`config.mk`:
```
export PLATFORM = sky130hd
export DESIGN_NAME = nand_page_read_sequencer
export DESIGN_NICKNAME = d
export VERILOG_FILES = /design/src/rtl/nprs_pkg.sv /design/src/rtl/nprs_front.sv /design/src/rtl/nprs_queue.sv /design/src/rtl/nprs_back.sv /design/src/rtl/nand_page_read_sequencer.sv
export VERILOG_INCLUDE_DIRS = /design/src /design/src/rtl
export SDC_FILE = /design/constraint.sdc
export NUM_CORES = 1
export LEC_CHECK = 0
export ABC_AREA = 1
export CAP_MARGIN = 25
export CORE_MARGIN = 1.5
export CORE_UTILIZATION = 45
export DETAILED_ROUTE_END_ITERATION = 10
export DONT_BUFFER_PORTS = 1
export HOLD_SLACK_MARGIN = 0.1
export SETUP_SLACK_MARGIN = 0.2
export SLEW_MARGIN = 25
export SYNTH_ARGS = -nofsm -noshare
export SYNTH_HDL_FRONTEND = slang
export SYNTH_SLANG_ARGS = --single-unit
```
`constraint.sdc`:
```
create_clock -name clock -period 7 [get_ports clock]
set_clock_uncertainty 0.05 [all_clocks]
set_input_delay 1.05 -clock clock [delete_from_list [all_inputs] [get_ports clock]]
set_output_delay 1.05 -clock clock [all_outputs]
set_load 0.03 [all_outputs]
```
`src/rtl/nand_page_read_sequencer_defines.svh`:
```
// assertion macros shared by the read sequencer modules
`ifndef NAND_PAGE_READ_SEQUENCER_DEFINES_SVH
`define NAND_PAGE_READ_SEQUENCER_DEFINES_SVH

`ifndef SYNTHESIS

// property must hold at every clock edge outside reset
`define NPRS_ASSERT(label, clk, rst, prop, msg) \
   label: assert property (@(posedge clk) disable iff (rst) (prop)) else $error(msg);

// condition must never be seen outside reset
`define NPRS_NEVER(label, clk, rst, cond, msg) \
   label: assert property (@(posedge clk) disable iff (rst) !(cond)) else $error(msg);

`else

`define NPRS_ASSERT(label, clk, rst, prop, msg)
`define NPRS_NEVER(label, clk, rst, cond, msg)

`endif

`endif

```
`src/rtl/nprs_pkg.sv`:
```
`default_nettype none

package nprs_pkg;

   // page geometry
   localparam int PAGE_BYTES = 2048;
   localparam int COL_W      = $clog2(PAGE_BYTES);
   localparam int ROW_W      = 24;

   // request command codes
   localparam logic [1:0] CMD_START = 2'd0;
   localparam logic [1:0] CMD_READY = 2'd1;
   localparam logic [1:0] CMD_DATA  = 2'd2;

   // result kinds
   localparam logic [1:0] KIND_CMD  = 2'd0;
   localparam logic [1:0] KIND_ADDR = 2'd1;
   localparam logic [1:0] KIND_DATA = 2'd2;
   localparam logic [1:0] KIND_DONE = 2'd3;

   // flash opcodes
   localparam logic [7:0] NAND_READ_SETUP = 8'h00;
   localparam logic [7:0] NAND_READ_START = 8'h30;

   // job queue sizing
   localparam int QUEUE_DEPTH = 4;
   localparam int QPTR_W      = $clog2(QUEUE_DEPTH);
   localparam int QCNT_W      = $clog2(QUEUE_DEPTH + 1);

   // what follows the optional data beat of a job
   typedef enum logic [1:0] {
      TAIL_NONE,
      TAIL_DONE,
      TAIL_BURST
   } tail_type;

   // one job from the front end to the back end
   typedef struct packed {
      logic             has_data;
      logic [7:0]       data_byte;
      logic [31:0]      dest_index;
      tail_type         tail;
      logic [COL_W-1:0] column;
      logic [ROW_W-1:0] row;
   } job_type;

endpackage

`default_nettype wire

```
`src/rtl/nprs_front.sv`:
```
`default_nettype none

`include "nand_page_read_sequencer_defines.svh"

module nprs_front import nprs_pkg::*; (
   input  wire logic        clock,
   input  wire logic        reset,
   input  wire logic        req_valid,
   output logic             req_ready,
   input  wire logic [1:0]  req_cmd,
   input  wire logic [31:0] req_byte_addr,
   input  wire logic [31:0] req_length,
   input  wire logic [7:0]  req_device_byte,
   input  wire logic        q_full,
   output logic             q_push,
   output job_type          q_job
);

   typedef enum logic [1:0] {
      PH_IDLE,
      PH_WAIT,
      PH_DATA
   } phase_type;

   phase_type        phase_ff, phase_in;
   logic [ROW_W-1:0] page_row_ff, page_row_in;
   logic [COL_W-1:0] column_ff, column_in;
   logic [31:0]      bytes_done_ff, bytes_done_in;
   logic [31:0]      total_length_ff, total_length_in;
   logic             accept;
   logic [31:0]      bytes_next;

   assign req_ready  = !q_full;
   assign accept     = req_valid && req_ready;
   assign bytes_next = bytes_done_ff + 32'd1;

   // classify the request and update the transfer state
   always_comb begin
      phase_in        = phase_ff;
      page_row_in     = page_row_ff;
      column_in       = column_ff;
      bytes_done_in   = bytes_done_ff;
      total_length_in = total_length_ff;
      q_push          = 1'b0;
      q_job           = '0;
      q_job.tail      = TAIL_NONE;
      if (accept) begin
         case (req_cmd)
            CMD_START: begin
               page_row_in     = ROW_W'(req_byte_addr >> COL_W);
               column_in       = req_byte_addr[COL_W-1:0];
               bytes_done_in   = '0;
               total_length_in = req_length;
               q_push          = 1'b1;
               q_job.column    = req_byte_addr[COL_W-1:0];
               q_job.row       = ROW_W'(req_byte_addr >> COL_W);
               if (req_length == '0) begin
                  phase_in   = PH_IDLE;
                  q_job.tail = TAIL_DONE;
               end else begin
                  phase_in   = PH_WAIT;
                  q_job.tail = TAIL_BURST;
               end
            end
            CMD_READY: begin
               if (phase_ff == PH_WAIT) begin
                  phase_in = PH_DATA;
               end
            end
            CMD_DATA: begin
               if (phase_ff == PH_DATA) begin
                  q_push           = 1'b1;
                  q_job.has_data   = 1'b1;
                  q_job.data_byte  = req_device_byte;
                  q_job.dest_index = bytes_done_ff;
                  bytes_done_in    = bytes_next;
                  column_in        = column_ff + 1'b1;
                  if (bytes_next == total_length_ff) begin
                     phase_in   = PH_IDLE;
                     q_job.tail = TAIL_DONE;
                  end else if (column_ff == COL_W'(PAGE_BYTES - 1)) begin
                     // page end: resend the command burst for the next row
                     page_row_in  = page_row_ff + 1'b1;
                     phase_in     = PH_WAIT;
                     q_job.tail   = TAIL_BURST;
                     q_job.column = '0;
                     q_job.row    = page_row_ff + 1'b1;
                  end
               end
            end
            default: begin
            end
         endcase
      end
   end

   // state registers
   always_ff @(posedge clock) begin
      if (reset) begin
         phase_ff        <= PH_IDLE;
         page_row_ff     <= '0;
         column_ff       <= '0;
         bytes_done_ff   <= '0;
         total_length_ff <= '0;
      end else begin
         phase_ff        <= phase_in;
         page_row_ff     <= page_row_in;
         column_ff       <= column_in;
         bytes_done_ff   <= bytes_done_in;
         total_length_ff <= total_length_in;
      end
   end

   `NPRS_ASSERT(a_data_below_length, clock, reset, phase_ff == PH_DATA |-> bytes_done_ff < total_length_ff, "streaming with length already reached")
   `NPRS_ASSERT(a_start_leaves_data, clock, reset, accept && req_cmd == CMD_START |=> phase_ff != PH_DATA, "start request left block streaming")

endmodule

`default_nettype wire

```
`src/rtl/nprs_queue.sv`:
```
`default_nettype none

`include "nand_page_read_sequencer_defines.svh"

module nprs_queue import nprs_pkg::*; (
   input  wire logic    clock,
   input  wire logic    reset,
   input  wire logic    push,
   input  wire job_type push_job,
   input  wire logic    pop,
   output logic         full,
   output logic         head_valid,
   output job_type      head_job
);

   job_type           mem_ff [QUEUE_DEPTH];
   logic [QPTR_W-1:0] wr_ptr_ff;
   logic [QPTR_W-1:0] rd_ptr_ff;
   logic [QCNT_W-1:0] count_ff;

   assign full       = (count_ff == QCNT_W'(QUEUE_DEPTH));
   assign head_valid = (count_ff != '0);
   assign head_job   = mem_ff[rd_ptr_ff];

   // job storage
   always_ff @(posedge clock) begin
      if (push) begin
         mem_ff[wr_ptr_ff] <= push_job;
      end
   end

   // pointers and fill count
   always_ff @(posedge clock) begin
      if (reset) begin
         wr_ptr_ff <= '0;
         rd_ptr_ff <= '0;
         count_ff  <= '0;
      end else begin
         if (push) begin
            wr_ptr_ff <= wr_ptr_ff + 1'b1;
         end
         if (pop) begin
            rd_ptr_ff <= rd_ptr_ff + 1'b1;
         end
         if (push && !pop) begin
            count_ff <= count_ff + 1'b1;
         end else if (pop && !push) begin
            count_ff <= count_ff - 1'b1;
         end
      end
   end

   `NPRS_NEVER(a_push_when_full, clock, reset, push && full, "job pushed into full queue")
   `NPRS_NEVER(a_pop_when_empty, clock, reset, pop && !head_valid, "job popped from empty queue")

endmodule

`default_nettype wire

```
`src/rtl/nprs_back.sv`:
```
`default_nettype none

`include "nand_page_read_sequencer_defines.svh"

module nprs_back import nprs_pkg::*; (
   input  wire logic     clock,
   input  wire logic     reset,
   input  wire logic     head_valid,
   input  wire job_type  head_job,
   output logic          pop,
   output logic          rsp_valid,
   input  wire logic     rsp_ready,
   output logic [1:0]    rsp_cycle_kind,
   output logic [7:0]    rsp_cycle_value,
   output logic [31:0]   rsp_dest_index,
   output logic          rsp_last_of_run
);

   logic        rsp_valid_ff;
   logic [1:0]  kind_ff;
   logic [7:0]  value_ff;
   logic [31:0] index_ff;
   logic        last_ff;
   logic        first_ff;
   logic [2:0]  step_ff;
   logic [2:0]  cur_step;
   logic [2:0]  last_step;
   logic        load;
   logic        is_last;
   logic [15:0] col16;
   logic [1:0]  beat_kind;
   logic [7:0]  beat_value;
   logic [31:0] beat_index;

   assign col16    = 16'(head_job.column);
   assign cur_step = first_ff ? (head_job.has_data ? 3'd0 : 3'd1) : step_ff;
   assign load     = head_valid && (!rsp_valid_ff || rsp_ready);
   assign is_last  = (cur_step == last_step);
   assign pop      = load && is_last;

   // final beat of the job
   always_comb begin
      case (head_job.tail)
         TAIL_DONE:  last_step = 3'd1;
         TAIL_BURST: last_step = 3'd7;
         default:    last_step = 3'd0;
      endcase
   end

   // beat for the current step
   always_comb begin
      beat_kind  = KIND_ADDR;
      beat_value = '0;
      beat_index = '0;
      if (cur_step == 3'd0) begin
         beat_kind  = KIND_DATA;
         beat_value = head_job.data_byte;
         beat_index = head_job.dest_index;
      end else if (head_job.tail == TAIL_DONE) begin
         beat_kind = KIND_DONE;
      end else begin
         case (cur_step)
            3'd1: begin
               beat_kind  = KIND_CMD;
               beat_value = NAND_READ_SETUP;
            end
            3'd2:    beat_value = col16[7:0];
            3'd3:    beat_value = col16[15:8];
            3'd4:    beat_value = head_job.row[7:0];
            3'd5:    beat_value = head_job.row[15:8];
            3'd6:    beat_value = head_job.row[23:16];
            default: begin
               beat_kind  = KIND_CMD;
               beat_value = NAND_READ_START;
            end
         endcase
      end
   end

   // step counter and output register
   always_ff @(posedge clock) begin
      if (reset) begin
         rsp_valid_ff <= 1'b0;
         first_ff     <= 1'b1;
         step_ff      <= '0;
      end else if (load) begin
         rsp_valid_ff <= 1'b1;
         first_ff     <= is_last;
         step_ff      <= cur_step + 3'd1;
      end else if (rsp_ready) begin
         rsp_valid_ff <= 1'b0;
      end
   end

   always_ff @(posedge clock) begin
      if (load) begin
         kind_ff  <= beat_kind;
         value_ff <= beat_value;
         index_ff <= beat_index;
         last_ff  <= is_last;
      end
   end

   assign rsp_valid       = rsp_valid_ff;
   assign rsp_cycle_kind  = kind_ff;
   assign rsp_cycle_value = value_ff;
   assign rsp_dest_index  = index_ff;
   assign rsp_last_of_run = last_ff;

   `NPRS_ASSERT(a_done_is_last, clock, reset, rsp_valid_ff && kind_ff == KIND_DONE |-> last_ff, "done result not marked last")

endmodule

`default_nettype wire

```
`src/rtl/nand_page_read_sequencer.sv`:
```
`default_nettype none

// Large-page NAND read sequencer. A start request (cmd 0) splits byte_addr into
// row and column and produces the read command burst: 0x00, two column bytes,
// three row bytes and 0x30; a ready event (cmd 1) then opens the data phase, and
// each data byte (cmd 2) comes back with its destination index. A page crossing
// resends the burst, and reaching the length ends with a done result. Requests
// are taken one per cycle while the job queue has room; results leave one per
// cycle while rsp_ready is high, so data bytes stream at full rate and a request
// that causes a command burst yields seven or eight results, which the four-entry
// job queue between the request decoder and the result sequencer absorbs.
module nand_page_read_sequencer import nprs_pkg::*; (
   input  wire logic        clock,
   input  wire logic        reset,
   input  wire logic        req_valid,
   output logic             req_ready,
   input  wire logic [1:0]  req_cmd,
   input  wire logic [31:0] req_byte_addr,
   input  wire logic [31:0] req_length,
   input  wire logic [7:0]  req_device_byte,
   output logic             rsp_valid,
   input  wire logic        rsp_ready,
   output logic [1:0]       rsp_cycle_kind,
   output logic [7:0]       rsp_cycle_value,
   output logic [31:0]      rsp_dest_index,
   output logic             rsp_last_of_run
);

   logic    q_full;
   logic    q_push;
   logic    q_pop;
   logic    q_head_valid;
   job_type q_job;
   job_type q_head;

   // request decoder and transfer state
   nprs_front u_front (
      .clock           (clock),
      .reset           (reset),
      .req_valid       (req_valid),
      .req_ready       (req_ready),
      .req_cmd         (req_cmd),
      .req_byte_addr   (req_byte_addr),
      .req_length      (req_length),
      .req_device_byte (req_device_byte),
      .q_full          (q_full),
      .q_push          (q_push),
      .q_job           (q_job)
   );

   // job queue
   nprs_queue u_queue (
      .clock      (clock),
      .reset      (reset),
      .push       (q_push),
      .push_job   (q_job),
      .pop        (q_pop),
      .full       (q_full),
      .head_valid (q_head_valid),
      .head_job   (q_head)
   );

   // result sequencer
   nprs_back u_back (
      .clock           (clock),
      .reset           (reset),
      .head_valid      (q_head_valid),
      .head_job        (q_head),
      .pop             (q_pop),
      .rsp_valid       (rsp_valid),
      .rsp_ready       (rsp_ready),
      .rsp_cycle_kind  (rsp_cycle_kind),
      .rsp_cycle_value (rsp_cycle_value),
      .rsp_dest_index  (rsp_dest_index),
      .rsp_last_of_run (rsp_last_of_run)
   );

endmodule

`default_nettype wire

```
==> metrics.md <==
| Metric | Value |
|---|---|
| Power Density | `332 nW/um^2` |
| Number of synthesized flops with an enable pin | `~360` |
| Synth async-reset ratio | `0` |
| Met2 GRT Util | `0.364` |
| Flops & latches, synth | `470` |
| Net Sw Power | `2.63 mW` |
| Number of max-cap violations | `0` |
| CTS Hold Bufs | `0` |
| Placed cell areas | `around 22,000 sq um` |
| Worst Hold Slack | `between 400 and 500 ps` |
| Top cell type's share of synthesized area | `0.491` |
| Most frequent CP cell | `o21ai_0` |
| Via count | `approximately 17,000` |
| Crit. End Element | `register` |
| Resized cells post-CTS | `0` |
| Hpwl dp | `between 40,000 and 50,000 um` |
| Seq pwr share | `0.476` |
| Global-route wire length before repair | `91,800 um` |
| Slowest CP cell | `dfxtp_4` |
| Worst R2R Setup Slack | `between 2000 and 2500 ps` |
| Wire per inst | `about 20 um` |
| Routed WL | `60,100 um` |
| Setup TNS | `0 ps` |
| Worst-path cell chain | `buf_4 > o21ai_0 > o22ai_1 > nand2_1 > o21ai_0 > ha_1 > inv_1 > nor2_1 > inv_1 > nand4_1 > nand2_1 > o21ai_0` |
| Seq/Total Area, Yosys | `0.598` |
| CTS H-tree depth | `2` |
| Yosys cell types | `46` |
| Worst-Margin Slew | `1130 ps` |
| CTS tree | `done` |
| Crit Path Class | `register to register` |
| CP delay by family, top | `buffers and inverters` |
| Syn Area/Cell | `about 9.0 sq um` |
| Required time of the critical path | `roughly 7300 ps` |
| Gpl congestion | `approximately 0.90` |
| Max VDD drop | `0.221 mV` |
| Synthesized area | `around 22,000 sq um` |
| Final worst path period share | `0.647` |
| Most Crowded Layer GR | `met2` |
| Max Root-Sink Buffers | `3` |
| Syn-to-layout area delta | `10.9%` |
| Critical Path Source Type | `register` |
| RSZ-0062 raised after global routing | `no` |
| Syn nets | `between 2,000 and 2,500` |
| Post-synth top cells | `nor2_1, nand2_1, edfxtp_1` |
| Area leader, netlist | `edfxtp_1` |
| Share of cells above drive strength 1 | `0.0611` |
| Final ANT Viol Nets | `0` |
| Met1 GRT Util | `0.364` |
| Post-route cell area | `24,100 sq um` |
| Die width | `between 200 and 250 um` |
| Final Hold Viols | `0` |
| Die Ht | `223 um` |
| CTS buffer count | `just under 50` |
| Lkg Pwr | `roughly 8.7 nW` |
| F_max | `~220 MHz` |
| Antenna diodes | `0` |
| Crit path max fanout | `between 80 and 90` |
| Top post-synthesis cells by area | `edfxtp_1, dfxtp_1, nor2_1` |
| Full die area | `49,500 sq um` |
| First-pass detailed-route iteration total | `5` |
| Fill count | `between 4,000 and 5,000` |
| Yosys warns | `0` |
| 1st-iter DRT viols | `around 1,400` |
| Placement Rows | `80` |
| GRT met3 Usage | `0.0463` |
| Post-CTS Setup Bufs | `0` |
| Status | `complete, no violations` |
| Largest stage delay on the critical path | `around 830 ps` |
| Clk_lat worst skew | `600 ps` |
| Synthesized instance count | `approximately 2,400` |
| Final net count | `~2,500` |
| Hold Crit Class | `register to register` |
| Most used DFF post-synth | `edfxtp_1` |
| Worst EP arrival | `roughly 4800 ps` |
| Global Route Usage Sum | `0.241` |
| Tmin final | `about 4500 ps` |
| PortBufs | `0` |
| Largest net degree at the start of global routing | `89` |
| Slew headroom | `0.241` |
| Num Clock Sinks | `470` |
| Final Slew Violations | `0` |
| Switch share | `0.330` |
| Comb pwr share | `0.182` |
| IO Count | `approximately 120` |
| Finish-stage setup viols | `0` |
| Root buffer cell | `clkbuf_16` |
| Reg clk slew, reported paths | `approximately 70 ps` |
| Power Internal | `5.35 mW` |
| Initial antenna violation count | `0` |
| Drt via density | `between 5 and 6` |
| Count leader, synth | `nor2_1` |
| GRT overflow | `0` |
| DRC Markers | `0` |
| CORE AREA | `roughly 48,000 sq um` |
| Initial core utilization | `0.455` |
| Worst Path Buf+Inv | `3` |
| Clock power frac | `0.342` |
| Vias in the first global route | `between 15,000 and 20,000` |
-- logic make-up after synthesis --
kind of cell	after synthesis	synth area share
AND/OR/NAND/NOR	1134	0.218
flip-flops	470	0.598
AO/OA/AOI/OAI	462	0.113
buffers and inverters	291	0.0516
XOR/XNOR	20	0.00808
adder cells (fa/ha/maj)	20	0.0119
-- cell type report --
| cell class | count | area (sq um) | share of cell area |
|---|---|---|---|
| Sequential cell | 470 | 13000 | 0.539 |
| Clock inverter | 31 | 399 | 0.0166 |
| Tap cell | 615 | 769 | 0.0320 |
| Inverter | 184 | 693 | 0.0288 |
| Clock buffer | 58 | 1280 | 0.0532 |
| Multi-Input combinational cell | 1636 | 7660 | 0.318 |
| Timing Repair Buffer | 27 | 299 | 0.0124 |
-- cell usage in the layout (no fill, tap or decap), types with 6 or more instances in the layout --
master      instances
clkinv_1            6
nor2_4              8
a22o_1              9
o21ai_0           240
clkbuf_16          49
a221oi_1            6
clkinvlp_4          6
edfxtp_1          355
nand3_1           134
buf_4              21
clkbuf_1            7
nand2_1           451
nor2_2              8
ha_1               19
dfxtp_1           113
nor3_1             14
nand4_1            13
xor2_1             18
o22ai_1            31
bufinv_16           8
nand3b_1           13
inv_1             177
nand2_2             7
nor4_1             14
clkinv_2           10
a21oi_1           157
nor2_1            457
-- flip-flops by register name, indices dropped and copies added, names as in the netlist, named ones only --
name                     flops
u_queue.mem_ff             312
u_back.rsp_dest_index       32
u_front.bytes_done_ff       32
u_front.total_length_ff     32
u_front.page_row_ff         24
u_front.column_ff           11
u_back.rsp_cycle_value       8
u_back.step_ff               3
u_queue.count_ff             3
u_back.rsp_cycle_kind        2
u_front.phase_ff             2
u_queue.rd_ptr_ff            2
u_queue.wr_ptr_ff            2
u_back.first_ff              1
u_back.rsp_last_of_run       1
u_back.rsp_valid             1
-- power groups by stage --
stage                     Clock [mW]  Sequential [mW]  Combinational [mW]
after floorplan                    0             3.75                1.08
after global placement             0             3.86                1.42
after detailed placement           0             3.87                1.45
after CTS                       2.78             3.81                1.46
after global routing            2.88             3.83                1.65
final                           2.73             3.80                1.45
-- stage by stage --
step / util / std cells / power (mW) / setup WS, ps
after floorplan: - / 2397 / 4.83 / 934
after global placement: 0.467 / 2927 / 5.28 / 1810
after detailed placement: 0.469 / 2930 / 5.32 / 1980
after CTS: 0.504 / 3019 / 8.05 / 2460
after global routing: 0.505 / 3021 / 8.35 / 2130
final: 0.505 / 3021 / 7.99 / 2470
-- final timing paths --
| check | start | endpoint | cells past startpoint |
|---|---|---|---|
| max | register | u_back.rsp_cycle_value[7] | 12 |
| min | u_front.total_length_ff[30] | u_front.total_length_ff[30] | 2 |
| max reg2reg | register | u_back.rsp_cycle_value[7] | 12 |
| min reg2reg | u_front.total_length_ff[30] | u_front.total_length_ff[30] | 2 |
-- worst min-delay path: stages (launching register included) --
cell	delay, ps
dfxtp_1	310
inv_1	60
a21oi_1	50
-- per-layer routing --
| layer | vias to the layer above | routed length, um | share of wire |
|---|---|---|---|
| li1 | 8063 | - | - |
| met1 | 7963 | 28700 | 0.48 |
| met2 | 537 | 26400 | 0.44 |
| met3 | 52 | 4200 | 0.070 |
| met4 | 0 | 778 | 0.013 |
| met5 | - | 0 | 0 |
Note: power is estimated with default switching activity, not from simulation.
